## src/smia_pkg.sv

```systemverilog
// shared types and constants of the sign-magnitude integer unit
`default_nettype none
package smia_pkg;

    localparam int WORD_W = 36;  // storage word
    localparam int MAG_W  = 35;  // magnitude bits of a word
    localparam int BODY_W = 37;  // accumulator q, p and magnitude
    localparam int ACC_W  = 38;  // accumulator with sign
    localparam int CNT_W  = 8;   // step count
    localparam int OP_W   = 3;   // operation code

    localparam int MQ_HIGH = 34; // top magnitude bit of mq
    localparam int AC_P    = 35; // p bit of the accumulator

    localparam int S_DATA_W = 48; // operand and count, padded to bytes
    localparam int M_DATA_W = 80; // accumulator and mq, padded to bytes
    localparam int M_USER_W = 2;

    typedef enum logic [OP_W-1:0] {
        OP_LOAD_AC  = 3'd0,
        OP_LOAD_MQ  = 3'd1,
        OP_ADD      = 3'd2,
        OP_ROUND    = 3'd3,
        OP_MULTIPLY = 3'd4,
        OP_DIVIDE   = 3'd5
    } t_op;

    typedef struct packed {
        logic [BODY_W-1:0] sum;
        logic              carry;  // carry out, on subtract set when x >= y
    } t_alu_res;

endpackage
`default_nettype wire

```

## src/smia_alu.sv

```systemverilog
// shared 37-bit add / compare-subtract unit
`default_nettype none
module smia_alu (
    input  wire logic [smia_pkg::BODY_W-1:0] i_x,
    input  wire logic [smia_pkg::BODY_W-1:0] i_y,
    input  wire logic                        i_sub,
    output smia_pkg::t_alu_res               o_res
);

    logic [smia_pkg::BODY_W-1:0] w_y;
    logic [smia_pkg::BODY_W:0]   w_full;

    assign w_y    = i_sub ? ~i_y : i_y;
    assign w_full = {1'b0, i_x} + {1'b0, w_y} + {{smia_pkg::BODY_W{1'b0}}, i_sub};

    assign o_res.sum   = w_full[smia_pkg::BODY_W-1:0];
    assign o_res.carry = w_full[smia_pkg::BODY_W];

endmodule
`default_nettype wire

```

## src/sign_magnitude_integer_alu_unit.sv

```systemverilog
// top level: sequencer, architectural registers and stream ports of the integer unit
`default_nettype none
// Sign-magnitude integer unit with a 38-bit accumulator (sign, q, p, 35-bit
// magnitude) and a 36-bit mq register, both cleared by reset. Each request
// carries an operation, a storage word and a step count, and yields one result
// with both registers after the operation plus overflow and divide-check flags.
// One shared 37-bit adder does all arithmetic under a small sequencer, so the
// unit takes one request at a time: load ac, load mq, round and add pass from
// idle through execute to the output state (add with unlike signs and a larger
// operand also passes through a reverse-subtract state); multiply and divide
// run a step loop of count steps after execute, one shift-add or
// shift-compare-subtract per cycle through the adder. A zero count, a multiply
// with a zero factor or a refused divide skips the step loop.
// The result sits in an output register; a new request is taken as soon as
// the sequencer has handed its result to that register.
module sign_magnitude_integer_alu_unit (
    input  wire logic                          i_clk,
    input  wire logic                          i_rst_n,
    input  wire logic                          i_s_axis_tvalid,
    output logic                               o_s_axis_tready,
    // [35:0] operand, [43:36] count, [47:44] zero
    input  wire logic [smia_pkg::S_DATA_W-1:0] i_s_axis_tdata,
    // [2:0] operation
    input  wire logic [smia_pkg::OP_W-1:0]     i_s_axis_tuser,
    output logic                               o_m_axis_tvalid,
    input  wire logic                          i_m_axis_tready,
    // [37:0] acc_out, [73:38] mq_out, [79:74] zero
    output logic [smia_pkg::M_DATA_W-1:0]      o_m_axis_tdata,
    // [0] overflow, [1] divide_check
    output logic [smia_pkg::M_USER_W-1:0]      o_m_axis_tuser
);

    typedef enum logic [5:0] {
        S_IDLE = 6'b000001,
        S_EXEC = 6'b000010,  // load, add and round ops and multiply/divide setup
        S_FIX  = 6'b000100,  // reverse subtract of an unlike-sign add
        S_MUL  = 6'b001000,
        S_DIV  = 6'b010000,
        S_OUT  = 6'b100000   // hand result to the output register
    } t_state;

    t_state                          r_state, n_state;
    smia_pkg::t_op                   r_op;
    logic [smia_pkg::WORD_W-1:0]     r_opnd;
    logic [smia_pkg::CNT_W-1:0]      r_cnt, n_cnt;
    logic [smia_pkg::ACC_W-1:0]      r_acc, n_acc;
    logic [smia_pkg::WORD_W-1:0]     r_mq, n_mq;
    logic                            r_neg, n_neg;
    logic                            r_ovf, n_ovf;
    logic                            r_dchk, n_dchk;
    logic                            r_out_valid, n_out_valid;
    logic [smia_pkg::M_DATA_W-1:0]   r_out_data;
    logic [smia_pkg::M_USER_W-1:0]   r_out_user;

    logic [smia_pkg::BODY_W-1:0]     w_x, w_y;
    logic                            w_sub;
    smia_pkg::t_alu_res              w_res;

    logic                            w_accept;
    logic                            w_take;
    logic                            w_load_out;

    // operand views
    logic                            w_ac_sgn;
    logic                            w_op_sgn;
    logic [smia_pkg::MAG_W-1:0]      w_op_mag;
    logic [smia_pkg::MAG_W-1:0]      w_mq_mag;
    logic [smia_pkg::BODY_W-1:0]     w_ac_body;
    logic [smia_pkg::BODY_W-1:0]     w_op_ext;
    logic [smia_pkg::BODY_W-1:0]     w_div_sh;   // ac,mq shifted left one place

    assign w_ac_sgn  = r_acc[smia_pkg::ACC_W-1];
    assign w_op_sgn  = r_opnd[smia_pkg::WORD_W-1];
    assign w_op_mag  = r_opnd[smia_pkg::MAG_W-1:0];
    assign w_mq_mag  = r_mq[smia_pkg::MAG_W-1:0];
    assign w_ac_body = r_acc[smia_pkg::BODY_W-1:0];
    assign w_op_ext  = {2'b00, w_op_mag};
    assign w_div_sh  = {w_ac_body[smia_pkg::BODY_W-2:0], w_mq_mag[smia_pkg::MQ_HIGH]};

    assign o_s_axis_tready = (r_state == S_IDLE);
    assign w_accept        = i_s_axis_tvalid && o_s_axis_tready;
    assign w_take          = r_out_valid && i_m_axis_tready;
    assign w_load_out      = (r_state == S_OUT) && (!r_out_valid || i_m_axis_tready);

    // the shared adder's inputs follow the sequencer state
    always_comb begin
        w_x   = w_ac_body;
        w_y   = w_op_ext;
        w_sub = 1'b0;
        case (r_state)
            S_EXEC: begin
                case (r_op)
                    smia_pkg::OP_ADD: begin
                        w_sub = (w_ac_sgn != w_op_sgn);
                    end
                    smia_pkg::OP_ROUND: begin
                        w_y = {{(smia_pkg::BODY_W-1){1'b0}}, 1'b1};
                    end
                    smia_pkg::OP_DIVIDE: begin
                        // dividend against divisor: carry means refuse
                        w_sub = 1'b1;
                    end
                    default: begin
                        w_sub = 1'b0;
                    end
                endcase
            end
            S_FIX: begin
                w_x   = w_op_ext;
                w_y   = w_ac_body;
                w_sub = 1'b1;
            end
            S_MUL: begin
                w_y = w_mq_mag[0] ? w_op_ext : '0;
            end
            S_DIV: begin
                w_x   = w_div_sh;
                w_sub = 1'b1;
            end
            default: begin
                w_sub = 1'b0;
            end
        endcase
    end

    smia_alu u_alu (
        .i_x   (w_x),
        .i_y   (w_y),
        .i_sub (w_sub),
        .o_res (w_res)
    );

    // sequencer and register updates
    always_comb begin
        n_state     = r_state;
        n_cnt       = r_cnt;
        n_acc       = r_acc;
        n_mq        = r_mq;
        n_neg       = r_neg;
        n_ovf       = r_ovf;
        n_dchk      = r_dchk;
        n_out_valid = r_out_valid;
        if (w_take) begin
            n_out_valid = 1'b0;
        end
        case (r_state)
            S_IDLE: begin
                if (w_accept) begin
                    n_cnt   = i_s_axis_tdata[smia_pkg::WORD_W +: smia_pkg::CNT_W];
                    n_ovf   = 1'b0;
                    n_dchk  = 1'b0;
                    n_state = S_EXEC;
                end
            end
            S_EXEC: begin
                n_state = S_OUT;
                case (r_op)
                    smia_pkg::OP_LOAD_AC: begin
                        n_acc = {w_op_sgn, 2'b00, w_op_mag};
                    end
                    smia_pkg::OP_LOAD_MQ: begin
                        n_mq = r_opnd;
                    end
                    smia_pkg::OP_ADD: begin
                        if (!w_sub) begin
                            // like signs, overflow when p changes
                            n_acc = {w_ac_sgn, w_res.sum};
                            n_ovf = w_res.sum[smia_pkg::AC_P] ^ w_ac_body[smia_pkg::AC_P];
                        end else if (w_res.carry) begin
                            n_acc = {w_ac_sgn, w_res.sum};
                        end else begin
                            n_state = S_FIX;
                        end
                    end
                    smia_pkg::OP_ROUND: begin
                        if (r_mq[smia_pkg::MQ_HIGH]) begin
                            n_acc = {w_ac_sgn, w_res.sum};
                        end
                    end
                    smia_pkg::OP_MULTIPLY: begin
                        if (r_cnt != '0) begin
                            n_neg = r_mq[smia_pkg::WORD_W-1] ^ w_op_sgn;
                            if (w_op_mag == '0 || w_mq_mag == '0) begin
                                n_acc = {n_neg, {smia_pkg::BODY_W{1'b0}}};
                                n_mq  = {n_neg, {smia_pkg::MAG_W{1'b0}}};
                            end else begin
                                n_acc   = {n_neg, {smia_pkg::BODY_W{1'b0}}};
                                n_mq    = {n_neg, w_mq_mag};
                                n_state = S_MUL;
                            end
                        end
                    end
                    smia_pkg::OP_DIVIDE: begin
                        if (r_cnt != '0) begin
                            if (w_res.carry) begin
                                // dividend not below divisor, zero divisor included
                                n_dchk = 1'b1;
                            end else begin
                                n_neg   = w_ac_sgn ^ w_op_sgn;
                                n_state = S_DIV;
                            end
                        end
                    end
                    default: begin
                        n_state = S_OUT;
                    end
                endcase
            end
            S_FIX: begin
                // operand magnitude larger, sign follows it
                n_acc   = {~w_ac_sgn, w_res.sum};
                n_state = S_OUT;
            end
            S_MUL: begin
                n_acc = {r_neg, 1'b0, w_res.sum[smia_pkg::BODY_W-1:1]};
                n_mq  = {r_neg, w_res.sum[0], w_mq_mag[smia_pkg::MAG_W-1:1]};
                n_cnt = r_cnt - 1'b1;
                if (r_cnt == {{(smia_pkg::CNT_W-1){1'b0}}, 1'b1}) begin
                    n_state = S_OUT;
                end
            end
            S_DIV: begin
                if (w_res.carry) begin
                    n_acc = {w_ac_sgn, w_res.sum};
                    n_mq  = {r_neg, w_mq_mag[smia_pkg::MAG_W-2:0], 1'b1};
                end else begin
                    n_acc = {w_ac_sgn, w_div_sh};
                    n_mq  = {r_neg, w_mq_mag[smia_pkg::MAG_W-2:0], 1'b0};
                end
                n_cnt = r_cnt - 1'b1;
                if (r_cnt == {{(smia_pkg::CNT_W-1){1'b0}}, 1'b1}) begin
                    n_state = S_OUT;
                end
            end
            S_OUT: begin
                if (w_load_out) begin
                    n_out_valid = 1'b1;
                    n_state     = S_IDLE;
                end
            end
            default: begin
                n_state = S_IDLE;
            end
        endcase
    end

    always_ff @(posedge i_clk) begin
        if (!i_rst_n) begin
            r_state     <= S_IDLE;
            r_acc       <= '0;
            r_mq        <= '0;
            r_out_valid <= 1'b0;
        end else begin
            r_state     <= n_state;
            r_acc       <= n_acc;
            r_mq        <= n_mq;
            r_out_valid <= n_out_valid;
        end
    end

    // working registers, no reset needed
    always_ff @(posedge i_clk) begin
        r_cnt  <= n_cnt;
        r_neg  <= n_neg;
        r_ovf  <= n_ovf;
        r_dchk <= n_dchk;
        if (w_accept) begin
            r_op   <= smia_pkg::t_op'(i_s_axis_tuser);
            r_opnd <= i_s_axis_tdata[smia_pkg::WORD_W-1:0];
        end
        if (w_load_out) begin
            r_out_data <= {{(smia_pkg::M_DATA_W - smia_pkg::ACC_W - smia_pkg::WORD_W){1'b0}},
                           r_mq, r_acc};
            r_out_user <= {r_dchk, r_ovf};
        end
    end

    assign o_m_axis_tvalid = r_out_valid;
    assign o_m_axis_tdata  = r_out_data;
    assign o_m_axis_tuser  = r_out_user;

    // an accepted request always enters execution next
    a_accept_exec: assert property (@(posedge i_clk) disable iff (!i_rst_n)
        w_accept |=> (r_state == S_EXEC))
        else $error("request not followed by execution");

    // step loops never run with an exhausted count
    a_mul_cnt: assert property (@(posedge i_clk) disable iff (!i_rst_n)
        (r_state == S_MUL) |-> (r_cnt != '0))
        else $error("multiply step with zero count");

    a_div_cnt: assert property (@(posedge i_clk) disable iff (!i_rst_n)
        (r_state == S_DIV) |-> (r_cnt != '0))
        else $error("divide step with zero count");

    // overflow and divide check never come together
    a_flags: assert property (@(posedge i_clk) disable iff (!i_rst_n)
        o_m_axis_tvalid |-> !(o_m_axis_tuser[0] && o_m_axis_tuser[1]))
        else $error("overflow and divide check both set");

    // a held result is never overwritten before it is taken
    a_no_overwrite: assert property (@(posedge i_clk) disable iff (!i_rst_n)
        (r_out_valid && !i_m_axis_tready) |=> $stable(r_out_data))
        else $error("pending result overwritten");

endmodule
`default_nettype wire
```

## config.mk

```make
export PLATFORM = sky130hd
export DESIGN_NAME = sign_magnitude_integer_alu_unit
export DESIGN_NICKNAME = d
export VERILOG_FILES = /design/src/smia_pkg.sv /design/src/smia_alu.sv /design/src/sign_magnitude_integer_alu_unit.sv
export SDC_FILE = /design/constraint.sdc
export NUM_CORES = 1
export LEC_CHECK = 0
export ABC_AREA = 1
export BUFFER_PORTS_ARGS = -buffer_cell sky130_fd_sc_hd__buf_4
export CORE_MARGIN = 2
export CORE_UTILIZATION = 30
export CTS_CLUSTER_DIAMETER = 200
export CTS_CLUSTER_SIZE = 14
export DETAILED_ROUTE_END_ITERATION = 16
export GPL_ROUTABILITY_DRIVEN = 0
export HOLD_SLACK_MARGIN = 0.08
export PLACE_DENSITY = 0.52
export SKIP_CTS_REPAIR_TIMING = 1
export SLEW_MARGIN = 20
export SYNTH_ARGS = -nofsm -noshare
export SYNTH_HDL_FRONTEND = slang
export SYNTH_HIERARCHICAL = 1
export SYNTH_SLANG_ARGS = --single-unit
```

## constraint.sdc

```tcl
create_clock -name i_clk -period 9.56 [get_ports i_clk]
set_input_delay 0.956 -clock i_clk [delete_from_list [all_inputs] [get_ports i_clk]]
set_output_delay 0.956 -clock i_clk [all_outputs]
set_load 0.02 [all_outputs]
```

* Yosys cells after proc, flatten, opt, wreduce, memory -nomap -nowiden *
Index checks and enable logic that the tools add are counted.

word-level totals
  memories = 0
  ROM bits = 0
  bits in registers = 207
  output and inout bits = 84
  latch bits = 0
  RAM bits = 0
  input bits = 55

operators by class
  shift operators = 0
  eq/ne operators = 33
  multipliers = 0
  divide/modulo/power cells = 0
  muxes and demuxes = 47
  bitwise gates (word level) = 6
  add/sub/neg operators = 3
  reduce and logical (&&, ||, !) cells = 27
  magnitude comparators = 0

operator list
  operator                                        count
  one-hot mux 38 bit (4 select lines)             2
  2-to-1 mux 37 bit                               5
  one-hot mux 37 bit (3 select lines)             1
  one-hot mux 36 bit (3 select lines)             1
  2-to-1 mux 35 bit                               3
  one-hot mux 37 bit (2 select lines)             1
  one-hot mux 36 bit (2 select lines)             1
  logical NOT 35 bit                              2
  2-to-1 mux 6 bit                                9
  adder 37 x 37 -> 38 bit                         1
  adder 38 x 1 -> 38 bit                          1
  2-to-1 mux 38 bit                               1
  inverter 37 bit                                 1
  2-to-1 mux 36 bit                               1
  one-hot mux 6 bit (5 select lines)              1
  != test 2 bit (second input constant)           9
  one-hot mux 6 bit (3 select lines)              1
  one-hot mux 8 bit (2 select lines)              1
  AND reduction 5 bit                             3
  2-to-1 mux 1 bit                                13
  one-hot mux 1 bit (2 select lines)              5
  != test 3 bit (second input constant)           3
  == test 8 x 1 -> 1 bit (second input constant)  1
  2-to-1 mux 8 bit                                1
  30 further kinds                                48

* Longest topological paths before layout *
Gate-level depths: netlist (run 1).

  depth in word-level cells = 11
  depth in mapped cells = 32
  mapped depth without buffers = 31

* By module *
Netlist (run 1), hierarchy kept.

by module, submodules not included
  module                           cells an instance  area an instance (um2)  instances  seq. area each (um2)
  sign_magnitude_integer_alu_unit  1,418              11,028.1                1          5,405.2
  smia_alu                         603                3,104.2                 1          0.0

* Worst setup path after synthesis (run 1) *
Ideal clock, no wire load.

  path kind = input-to-reg
  start = input i_m_axis_tready
  end = register r_out_data, in the netlist o_m_axis_tdata[0] (enable)
  stages on the path = 2
  slack = 4,883 ps
  path buffers = 0
  data arrival time = 4,166 ps
  path through = nor2_1 nor2_1

on the way
  cells in the longest elaborated chain, start to end = 2

RTL lines
  what                  line                                    text
  from (decl)           sign_magnitude_integer_alu_unit.sv:26   input wire logic i_m_axis_tready,
  logical OR 1 bit      sign_magnitude_integer_alu_unit.sv:83   assign w_load_out = (r_state == S_OUT) && (!r_out_valid || i_m_axis_tready);
  logical AND 1 bit     sign_magnitude_integer_alu_unit.sv:83
  named net w_load_out  sign_magnitude_integer_alu_unit.sv:61   logic w_load_out;
  to (signal assigned)  sign_magnitude_integer_alu_unit.sv:272  r_out_data <= {{(smia_pkg::M_DATA_W - smia_pkg::ACC_W - smia_pkg::WORD_W){1'b0}},
  to (decl)             sign_magnitude_integer_alu_unit.sv:52   logic [smia_pkg::M_DATA_W-1:0] r_out_data;

The timed path passes the listed nets, and every way through them passes these cells.
A chain may end at the register's enable or synchronous reset.

==> results of run 1 <==
-- per-stage QoR --
stage          power (uW)  instances  utilization (%)  area [um2]
6_report             4510       2713             34.5       16100
3_5_place_dp         3770       2682             33.4       15500
5_1_grt              4850       2713             34.5       16100
4_1_cts              4500       2713             34.5       16100
2_1_floorplan        3060       2026                -       14200
3_3_place_gp         3750       2682             33.4       15500
-- state kept, by name (all words and copies together), names as in the netlist, 2 cells and up --
signal	count
o_m_axis_tdata	74
o_m_axis_tuser	2
r_acc	38
r_cnt	8
r_mq	36
r_op	3
r_opnd	36
r_state	6
-- layout make-up --
cell class | count | share of cell area, %
inverter | 265 | 6.21
sequential | 207 | 33.7
tap | 607 | 4.73
timing repair buffer | 148 | 6.92
clock inverter | 1 | 0.0312
clock buffer | 30 | 3.22
multi-input combinational | 1455 | 45.2
-- logic make-up (layout without fill, tap and decap cells) --
logic type	after synthesis	count (layout)	share of synthesized area, %
DFF	207	207	38.2
buffers and inverters	364	444	10.7
AOI/OAI and AO/OA	289	289	12.5
adders and majority gates	39	39	3.51
other	1	6	0.0265
and+or+nand+nor	1061	1061	31.3
xor gates and xnor gates	60	60	3.72
-- final timing paths --
| check | from | slack (ns) | cells past startpoint | to |
|---|---|---|---|---|
| min reg2reg | r_dchk | 0.44 | 0 | o_m_axis_tuser[1] |
| min | r_dchk | 0.44 | 0 | o_m_axis_tuser[1] |
| max | r_state[3] | 2.63 | 30 | r_acc[26] |
| max reg2reg | r_state[3] | 2.63 | 30 | r_acc[26] |
-- synth_stat cells, types with 40 or more instances --
cell                       number
sky130_fd_sc_hd__nand2_1      537
sky130_fd_sc_hd__nor2_1       293
sky130_fd_sc_hd__inv_1        257
sky130_fd_sc_hd__nand3_1      153
sky130_fd_sc_hd__edfxtp_1     126
sky130_fd_sc_hd__dfxtp_1       81
sky130_fd_sc_hd__o21ai_0       74
sky130_fd_sc_hd__a21oi_1       63
sky130_fd_sc_hd__xor2_1        53
sky130_fd_sc_hd__o22ai_1       49
sky130_fd_sc_hd__a31oi_1       42
sky130_fd_sc_hd__clkbuf_1      40
-- routing by layer --
layer,part of all wire [%],GRT usage (%),wire [um]
met5,0,0,0
met4,3.5,7.53,1700
met3,6.8,2.52,3320
met2,45,31.0,22000
met1,45,26.3,21900
-- cell usage in the layout, fill, tap and decap left out, types with 5 or more instances in the layout --
| master | Yosys | routed |
|---|---|---|
| sky130_fd_sc_hd__nand2_1 | 537 | 536 |
| sky130_fd_sc_hd__inv_2 | 5 | 5 |
| sky130_fd_sc_hd__clkbuf_1 | 40 | 11 |
| sky130_fd_sc_hd__edfxtp_1 | 126 | 126 |
| sky130_fd_sc_hd__inv_1 | 257 | 257 |
| sky130_fd_sc_hd__dfxtp_1 | 81 | 81 |
| sky130_fd_sc_hd__nor3_1 | 18 | 18 |
| sky130_fd_sc_hd__a31oi_1 | 42 | 42 |
| sky130_fd_sc_hd__clkbuf_16 | 0 | 19 |
| sky130_fd_sc_hd__nand2_2 | 18 | 19 |
| sky130_fd_sc_hd__o21ai_0 | 74 | 74 |
| sky130_fd_sc_hd__nand3_2 | 8 | 9 |
| sky130_fd_sc_hd__nand3_1 | 153 | 152 |
| sky130_fd_sc_hd__xnor2_1 | 7 | 7 |
| sky130_fd_sc_hd__a21oi_1 | 63 | 63 |
| sky130_fd_sc_hd__nor2_4 | 4 | 6 |
| sky130_fd_sc_hd__conb_1 | 1 | 6 |
| sky130_fd_sc_hd__o221ai_1 | 35 | 35 |
| sky130_fd_sc_hd__nand4_1 | 12 | 12 |
| sky130_fd_sc_hd__ha_1 | 38 | 38 |
| sky130_fd_sc_hd__xor2_1 | 53 | 53 |
| sky130_fd_sc_hd__nor2_2 | 10 | 10 |
| sky130_fd_sc_hd__buf_4 | 16 | 148 |
| sky130_fd_sc_hd__o22ai_1 | 49 | 49 |
| sky130_fd_sc_hd__nor2_1 | 293 | 291 |
| sky130_fd_sc_hd__o211ai_1 | 9 | 9 |
-- power by group through the flow --
stage | Combinational, uW | Sequential (uW) | Clock [uW]
6_report | 2290 | 1510 | 713
5_1_grt | 2550 | 1530 | 768
4_1_cts | 2260 | 1500 | 740
3_5_place_dp | 2250 | 1520 | 0
3_3_place_gp | 2230 | 1520 | 0
2_1_floorplan | 1660 | 1410 | 0
==> results.txt, run 1 <==
----------------------------------------------------
[Status]
  Status ... finished, final reports clean

[Worst hold path]
  Worst hold-check path type ... reg -> reg

[Pwr]
  Switching pwr ... approximately 2200 uW
  Part of the total power dissipated in combinational logic ... 50.7%
  Peak supply drop ... approximately 160 uV
  Total power per unit cell area ... ~280 nW/um2
  Register share of total power ... about a third
  Internal power summed over all cells ... ~2300 uW
  Switching share of power ... roughly 49%
  Part of the total power dissipated in the clock network ... between 15 and 20%
  Leakage component of the power ... just over 0.007 uW

[STA]
  Number of failing hold endpoints at the final stage ... 0
  Minimum clock period ... between 6 and 7 ns
  Endpoints failing setup ... 0
  Worst slew pin tran ... 1.02 ns
  Final critical-path setup slack ... 2.63 ns
  Hold slack final ... 0.441 ns
  Pins Over Slew Limit ... 0
  Final Skew ... ~0.036 ns
  Final Cycle Share ... about 73%
  Upper clock frequency limit ... approximately 140 MHz
  Setup repair after global routing missed its margin ... no
  Worst slew margin relative to its limit ... between 30% and 40%
  Summed negative setup slack over all endpoints ... 0 ns

[Setup path]
  Worst Setup Start Kind ... register
  Worst endpoint data arrival time ... about 7.4 ns
  Worst Path Max Fanout ... 66
  Category of cells accounting for the largest share of critical-path delay ... simple AND/OR/NAND/NOR gates
  Crit path top cell by count ... sky130_fd_sc_hd__nand2_1
  Worst path required time ... roughly 10 ns
  Sort of element at the end of the critical path ... register
  Critical Path Max Stage Delay ... approximately 0.66 ns
  Critical path class ... reg -> reg
  Critical-path cell with the highest stage delay ... sky130_fd_sc_hd__nand2_1
  Number of buffers and inverters on the critical path ... 8

[Floorplan]
  FP Rows ... roughly 80
  Starting Density ... a little under a third
  Core ar. ... 46600 um2
  Total die area ... 48900 um2
  Die outline width ... 221 um
  Die H ... 221 um
  Top-level port count ... about 140

[Logic synthesis]
  Netlist area before placement ... roughly 14000 um2
  Register area share after synthesis ... a little under two fifths
  Register bit total from synthesis ... approximately 210
  Fraction of registers with async set/reset ... 0%
  Count of flip-flops with a built-in enable after synthesis ... 126
  Avg Synthesized Cell Area ... ~7 um2
  Syn Inst Count ... roughly 2000
  Post-synth top area share ... 26.8%
  Number of library cell types mapped by synthesis ... 47
  Dominant cell type by area after synthesis ... sky130_fd_sc_hd__edfxtp_1
  Most used DFF post-synth ... sky130_fd_sc_hd__edfxtp_1
  Ys Warns ... 6
  Synth top area cells ... sky130_fd_sc_hd__edfxtp_1 27%, sky130_fd_sc_hd__nand2_1 14%, sky130_fd_sc_hd__dfxtp_1 11%

[CTS]
  Maximum count of clock buffers along a single path ... 3
  Number of clock sinks ... just over 200
  Number of buffers added by the clock tree synthesis step ... 18
  Root Buffer Master ... sky130_fd_sc_hd__clkbuf_16
  CTS tree ... yes
  Clock transition at the registers of the reported paths ... 0.07 ns
  Insertion delay to the later sink of the worst-skew pair ... approximately 0.53 ns
  Clock H-tree levels ... 1

[GRT]
  Number of antenna violations at the first check in global routing ... 0
  Sum of overflow across all layers after global routing ... 0
  Global-route usage over all layers ... between 15 and 20%
  Wire length of the first global-routing pass ... 75100 um
  Via count of the first global-routing pass ... ~13000
  Largest net degree at the start of global routing ... about 80

[Route]
  Iteration count of the initial detailed-routing pass ... 6
  Total wire length after detailed routing ... between 40000 and 50000 um
  Routed wire per std cell ... ~18 um
  Antenna-violating nets left ... 0
  Detailed router's first-iteration violation count ... about 1300
  Total DRC errors in the routed layout ... 0
  DR vias/cell ... between 5 and 6
  Total number of vias ... around 14000

[Cells and area]
  Storage element area ... 5410 um2
  Fraction of final layout cells with drive strength greater than 1 ... 10.8%
  Number of antenna cells inserted ... 0
  Final net count ... 2189
  Area used by multi-input combinational logic ... 7260 um2
  Syn-to-layout area delta ... 13.6%
  Number of inserted filler cells in the final layout ... about 5000

[Place]
  DP Worst Slack ... about 2.9 ns
  Port-buffer cells ... around 130
  Estimated wirelength of the detail-placed design ... 33900 um

[Flow run]
  Max Cap Viol ... 0

----------------------------------------------------
Note: power is estimated with default switching activity, not from simulation.
==> inputs of run 2 (changes only) <==
- PLACE_DENSITY: 0.52 -> 0.54
- clock period: 9.56 -> 5.6 ns (I/O delays scaled with it)
==> run 2 against run 1 <==
Against the previous run: combinational power rose by 71%; routed wire length fell by 2.4%; critical path type unchanged; non-clock buffer count rose by 6; highest routed layer unchanged.
==> results.txt, run 2 (synthesis gave the netlist of run 1 again) <==
----------------------------------------------------
[STA]
  Setup repair after global routing missed its margin ... no
  Pins Over Slew Limit ... 0 (unchanged)
  Summed negative setup slack over all endpoints ... 0 ns (unchanged)
  Number of failing hold endpoints at the final stage ... 0 (unchanged)
  Final Cycle Share ... 87.3% (+15 points)
  Final Skew ... 0.0347 ns (-0.000851 ns)
  Worst slew margin relative to its limit ... 35.2% (+3.2 points)
  Minimum clock period ... 4.89 ns (-2.04 ns)
  Endpoints failing setup ... 0 (unchanged)
  Worst slew pin tran ... 0.969 ns (-0.0504 ns)
  Upper clock frequency limit ... 204 MHz (+42%)

[Worst hold path]
  Hold Crit Start ... i_s_axis_tuser[2]
  Worst hold-check path type ... in -> reg
  Hold Path Stages ... 1 (+1)
  Worst-case hold path end point ... r_op[2]

[Setup path]
  Critical Path Max Stage Delay ... 0.41 ns (-0.25 ns)
  Cell count of the worst reg-to-reg path ... 23 (-23%)
  Endpoint of the most critical register-to-register path ... r_acc[24]
  Worst-path cell chain ... nor2_2 -> nand3_2 -> nand3_2 -> o221ai_2 -> buf_4 -> nand2_1 -> o21ai_0 -> xor2_1 -> ha_1 -> inv_1 -> o21ai_0 -> a21oi_1 -> o211ai_1 -> nor2_1 -> nand2_1 -> clkinv_1 -> buf_4 -> o21ai_2 -> buf_4 -> o21ai_0 -> nand3_1 -> nor2_1 -> nor2_1
  Critical-path cell with the highest stage delay ... sky130_fd_sc_hd__o21ai_0
  Category of cells accounting for the largest share of critical-path delay ... simple AND/OR/NAND/NOR gates
  Number of buffers and inverters on the critical path ... 5 (-3)
  Sort of element at the end of the critical path ... register
  Critical path class ... reg -> reg
  Worst Path Max Fanout ... 34 (-48%)
  Worst r2r src ... r_state[5]
  Worst path required time ... 6.06 ns (-3.94 ns)
  Worst Setup Start Kind ... register
  Slack of the worst reg-to-reg path ... 0.71 ns (-1.92 ns)
  Worst endpoint data arrival time ... 5.35 ns (-2.02 ns)

[Cells and area]
  Syn-to-layout area delta ... 13.9%
  Leading cell type in the layout, fill and taps excluded ... sky130_fd_sc_hd__nand2_1
  Fraction of final layout cells with drive strength greater than 1 ... 11.0% (+0.25 points)
  Number of inserted filler cells in the final layout ... 5035 (+1.1%)
  Number of antenna cells inserted ... 0 (unchanged)
  Post-route core utilization ... 34.6% (+0.11 points)
  Commonest cells after routing, fill and taps aside ... 536 x sky130_fd_sc_hd__nand2_1, 291 x sky130_fd_sc_hd__nor2_1, 257 x sky130_fd_sc_hd__inv_1, 153 x sky130_fd_sc_hd__buf_4, 152 x sky130_fd_sc_hd__nand3_1
  Final Instance Area ... 16100 um2 (+0.31%)
  Final net count ... 2195 (+0.27%)
  Max reg flops ... 74 (unchanged)

[CTS]
  Insertion delay to the later sink of the worst-skew pair ... 0.52 ns (about the same)
  Clock transition at the registers of the reported paths ... 0.07 ns (about the same)
  Clock H-tree levels ... 1 (unchanged)
  Number of clock sinks ... 207 (unchanged)
  CTS tree ... yes
  Maximum count of clock buffers along a single path ... 3 (unchanged)
  Root Buffer Master ... sky130_fd_sc_hd__clkbuf_16
  Number of buffers added by the clock tree synthesis step ... 18 (unchanged)

[Place]
  Placed cell areas ... 15600 um2 (+0.37%)
  Estimated wirelength of the detail-placed design ... 34000 um (about the same)
  Port-buffer cells ... 128 (unchanged)

[GRT]
  Wire length of the first global-routing pass ... 74800 um (-0.47%)
  Sum of overflow across all layers after global routing ... 0 (unchanged)
  Largest net degree at the start of global routing ... 77 (-1.3%)
  Number of antenna violations at the first check in global routing ... 0 (unchanged)
  Global-route usage over all layers ... 19.1% (-0.23 points)
  Via count of the first global-routing pass ... 13200 (+1.6%)

[Flow run]
  Max Cap Viol ... 0 (unchanged)

[Floorplan]
  Top-level port count ... 139 (unchanged)
  Total die area ... 48900 um2 (unchanged)
  Core ar. ... 46600 um2 (unchanged)
  Starting Density ... 30.4% (unchanged)
  FP Rows ... 79 (unchanged)
  Die outline width ... 221 um (unchanged)
  Die H ... 221 um (unchanged)

[Route]
  Routed wire per std cell ... 17.6 um (-2.6%)
  Antenna-violating nets left ... 0 (unchanged)
  DR vias/cell ... 5.08 (-0.84%)
  Detailed router's first-iteration violation count ... 1317 (+2.4%)
  Total DRC errors in the routed layout ... 0 (unchanged)
  Iteration count of the initial detailed-routing pass ... 8 (+2)
  Total wire length after detailed routing ... 47700 um (-2.4%)
  Total number of vias ... 13800 (-0.62%)

[Status]
  Status ... finished, final reports clean

[Pwr]
  Total power per unit cell area ... 476 nW/um2 (+69%)
  Peak supply drop ... 264 uV (+63%)
  Leakage component of the power ... 0.00718 uW (+0.36%)

----------------------------------------------------
-- run 2: layout make-up --
class / instances / area [um2] / area share, %
flip-flops and latches: 207 / 5410 / 33.6
inverters: 265 / 998 / 6.20
clock inverters: 2 / 21.3 / 0.132
clock buffers: 29 / 492 / 3.05
multi-input cells: 1455 / 7260 / 45.1
well taps: 607 / 759 / 4.72
repair buffers: 154 / 1170 / 7.26
-- run 2: through the flow --
| step | setup WS [ns] | cells | total power, uW | hold slack [ns] |
|---|---|---|---|---|
| after detailed placement | 0.812 | 2688 | 6450 | 0.415 |
| after CTS | 0.758 | 2719 | 7660 | 0.188 |
| after global placement | 0.800 | 2688 | 6420 | 0.403 |
| final | 0.709 | 2719 | 7660 | 0.212 |
| after floorplan | 1.24 | 2026 | 5230 | 0.400 |
| after global routing | 0.396 | 2719 | 8280 | 0.189 |
-- run 2: how the worst max path moves through the flow --
stage | start | to | slack [ns] | cells past startpoint
after floorplan | r_state[0] | o_m_axis_tdata[0] | 1.24 | 3
after global placement | r_state[5] | r_acc[24] | 0.80 | 23
after detailed placement | r_state[5] | r_acc[17] | 0.81 | 21
after CTS | r_state[5] | r_acc[6] | 0.76 | 25
after global routing | r_state[3] | r_acc[1] | 0.40 | 26
final | r_state[5] | r_acc[24] | 0.71 | 23
-- run 2: power breakdown --
part	internal [uW]	total (uW)	switching, uW
Combinational	1260	3910	2650
Clock	606	1170	565
Sequential	2080	2590	501
Total	3950	7660	3720
-- run 2: routing by layer --
metal  up-vias  track usage [%]  share of wire, %
met4         0             6.37               3.0
li1       6747                -                 -
met5         -                0                 0
met1      6377             25.3                43
met3       106             3.17               7.2
met2       569             31.4                46
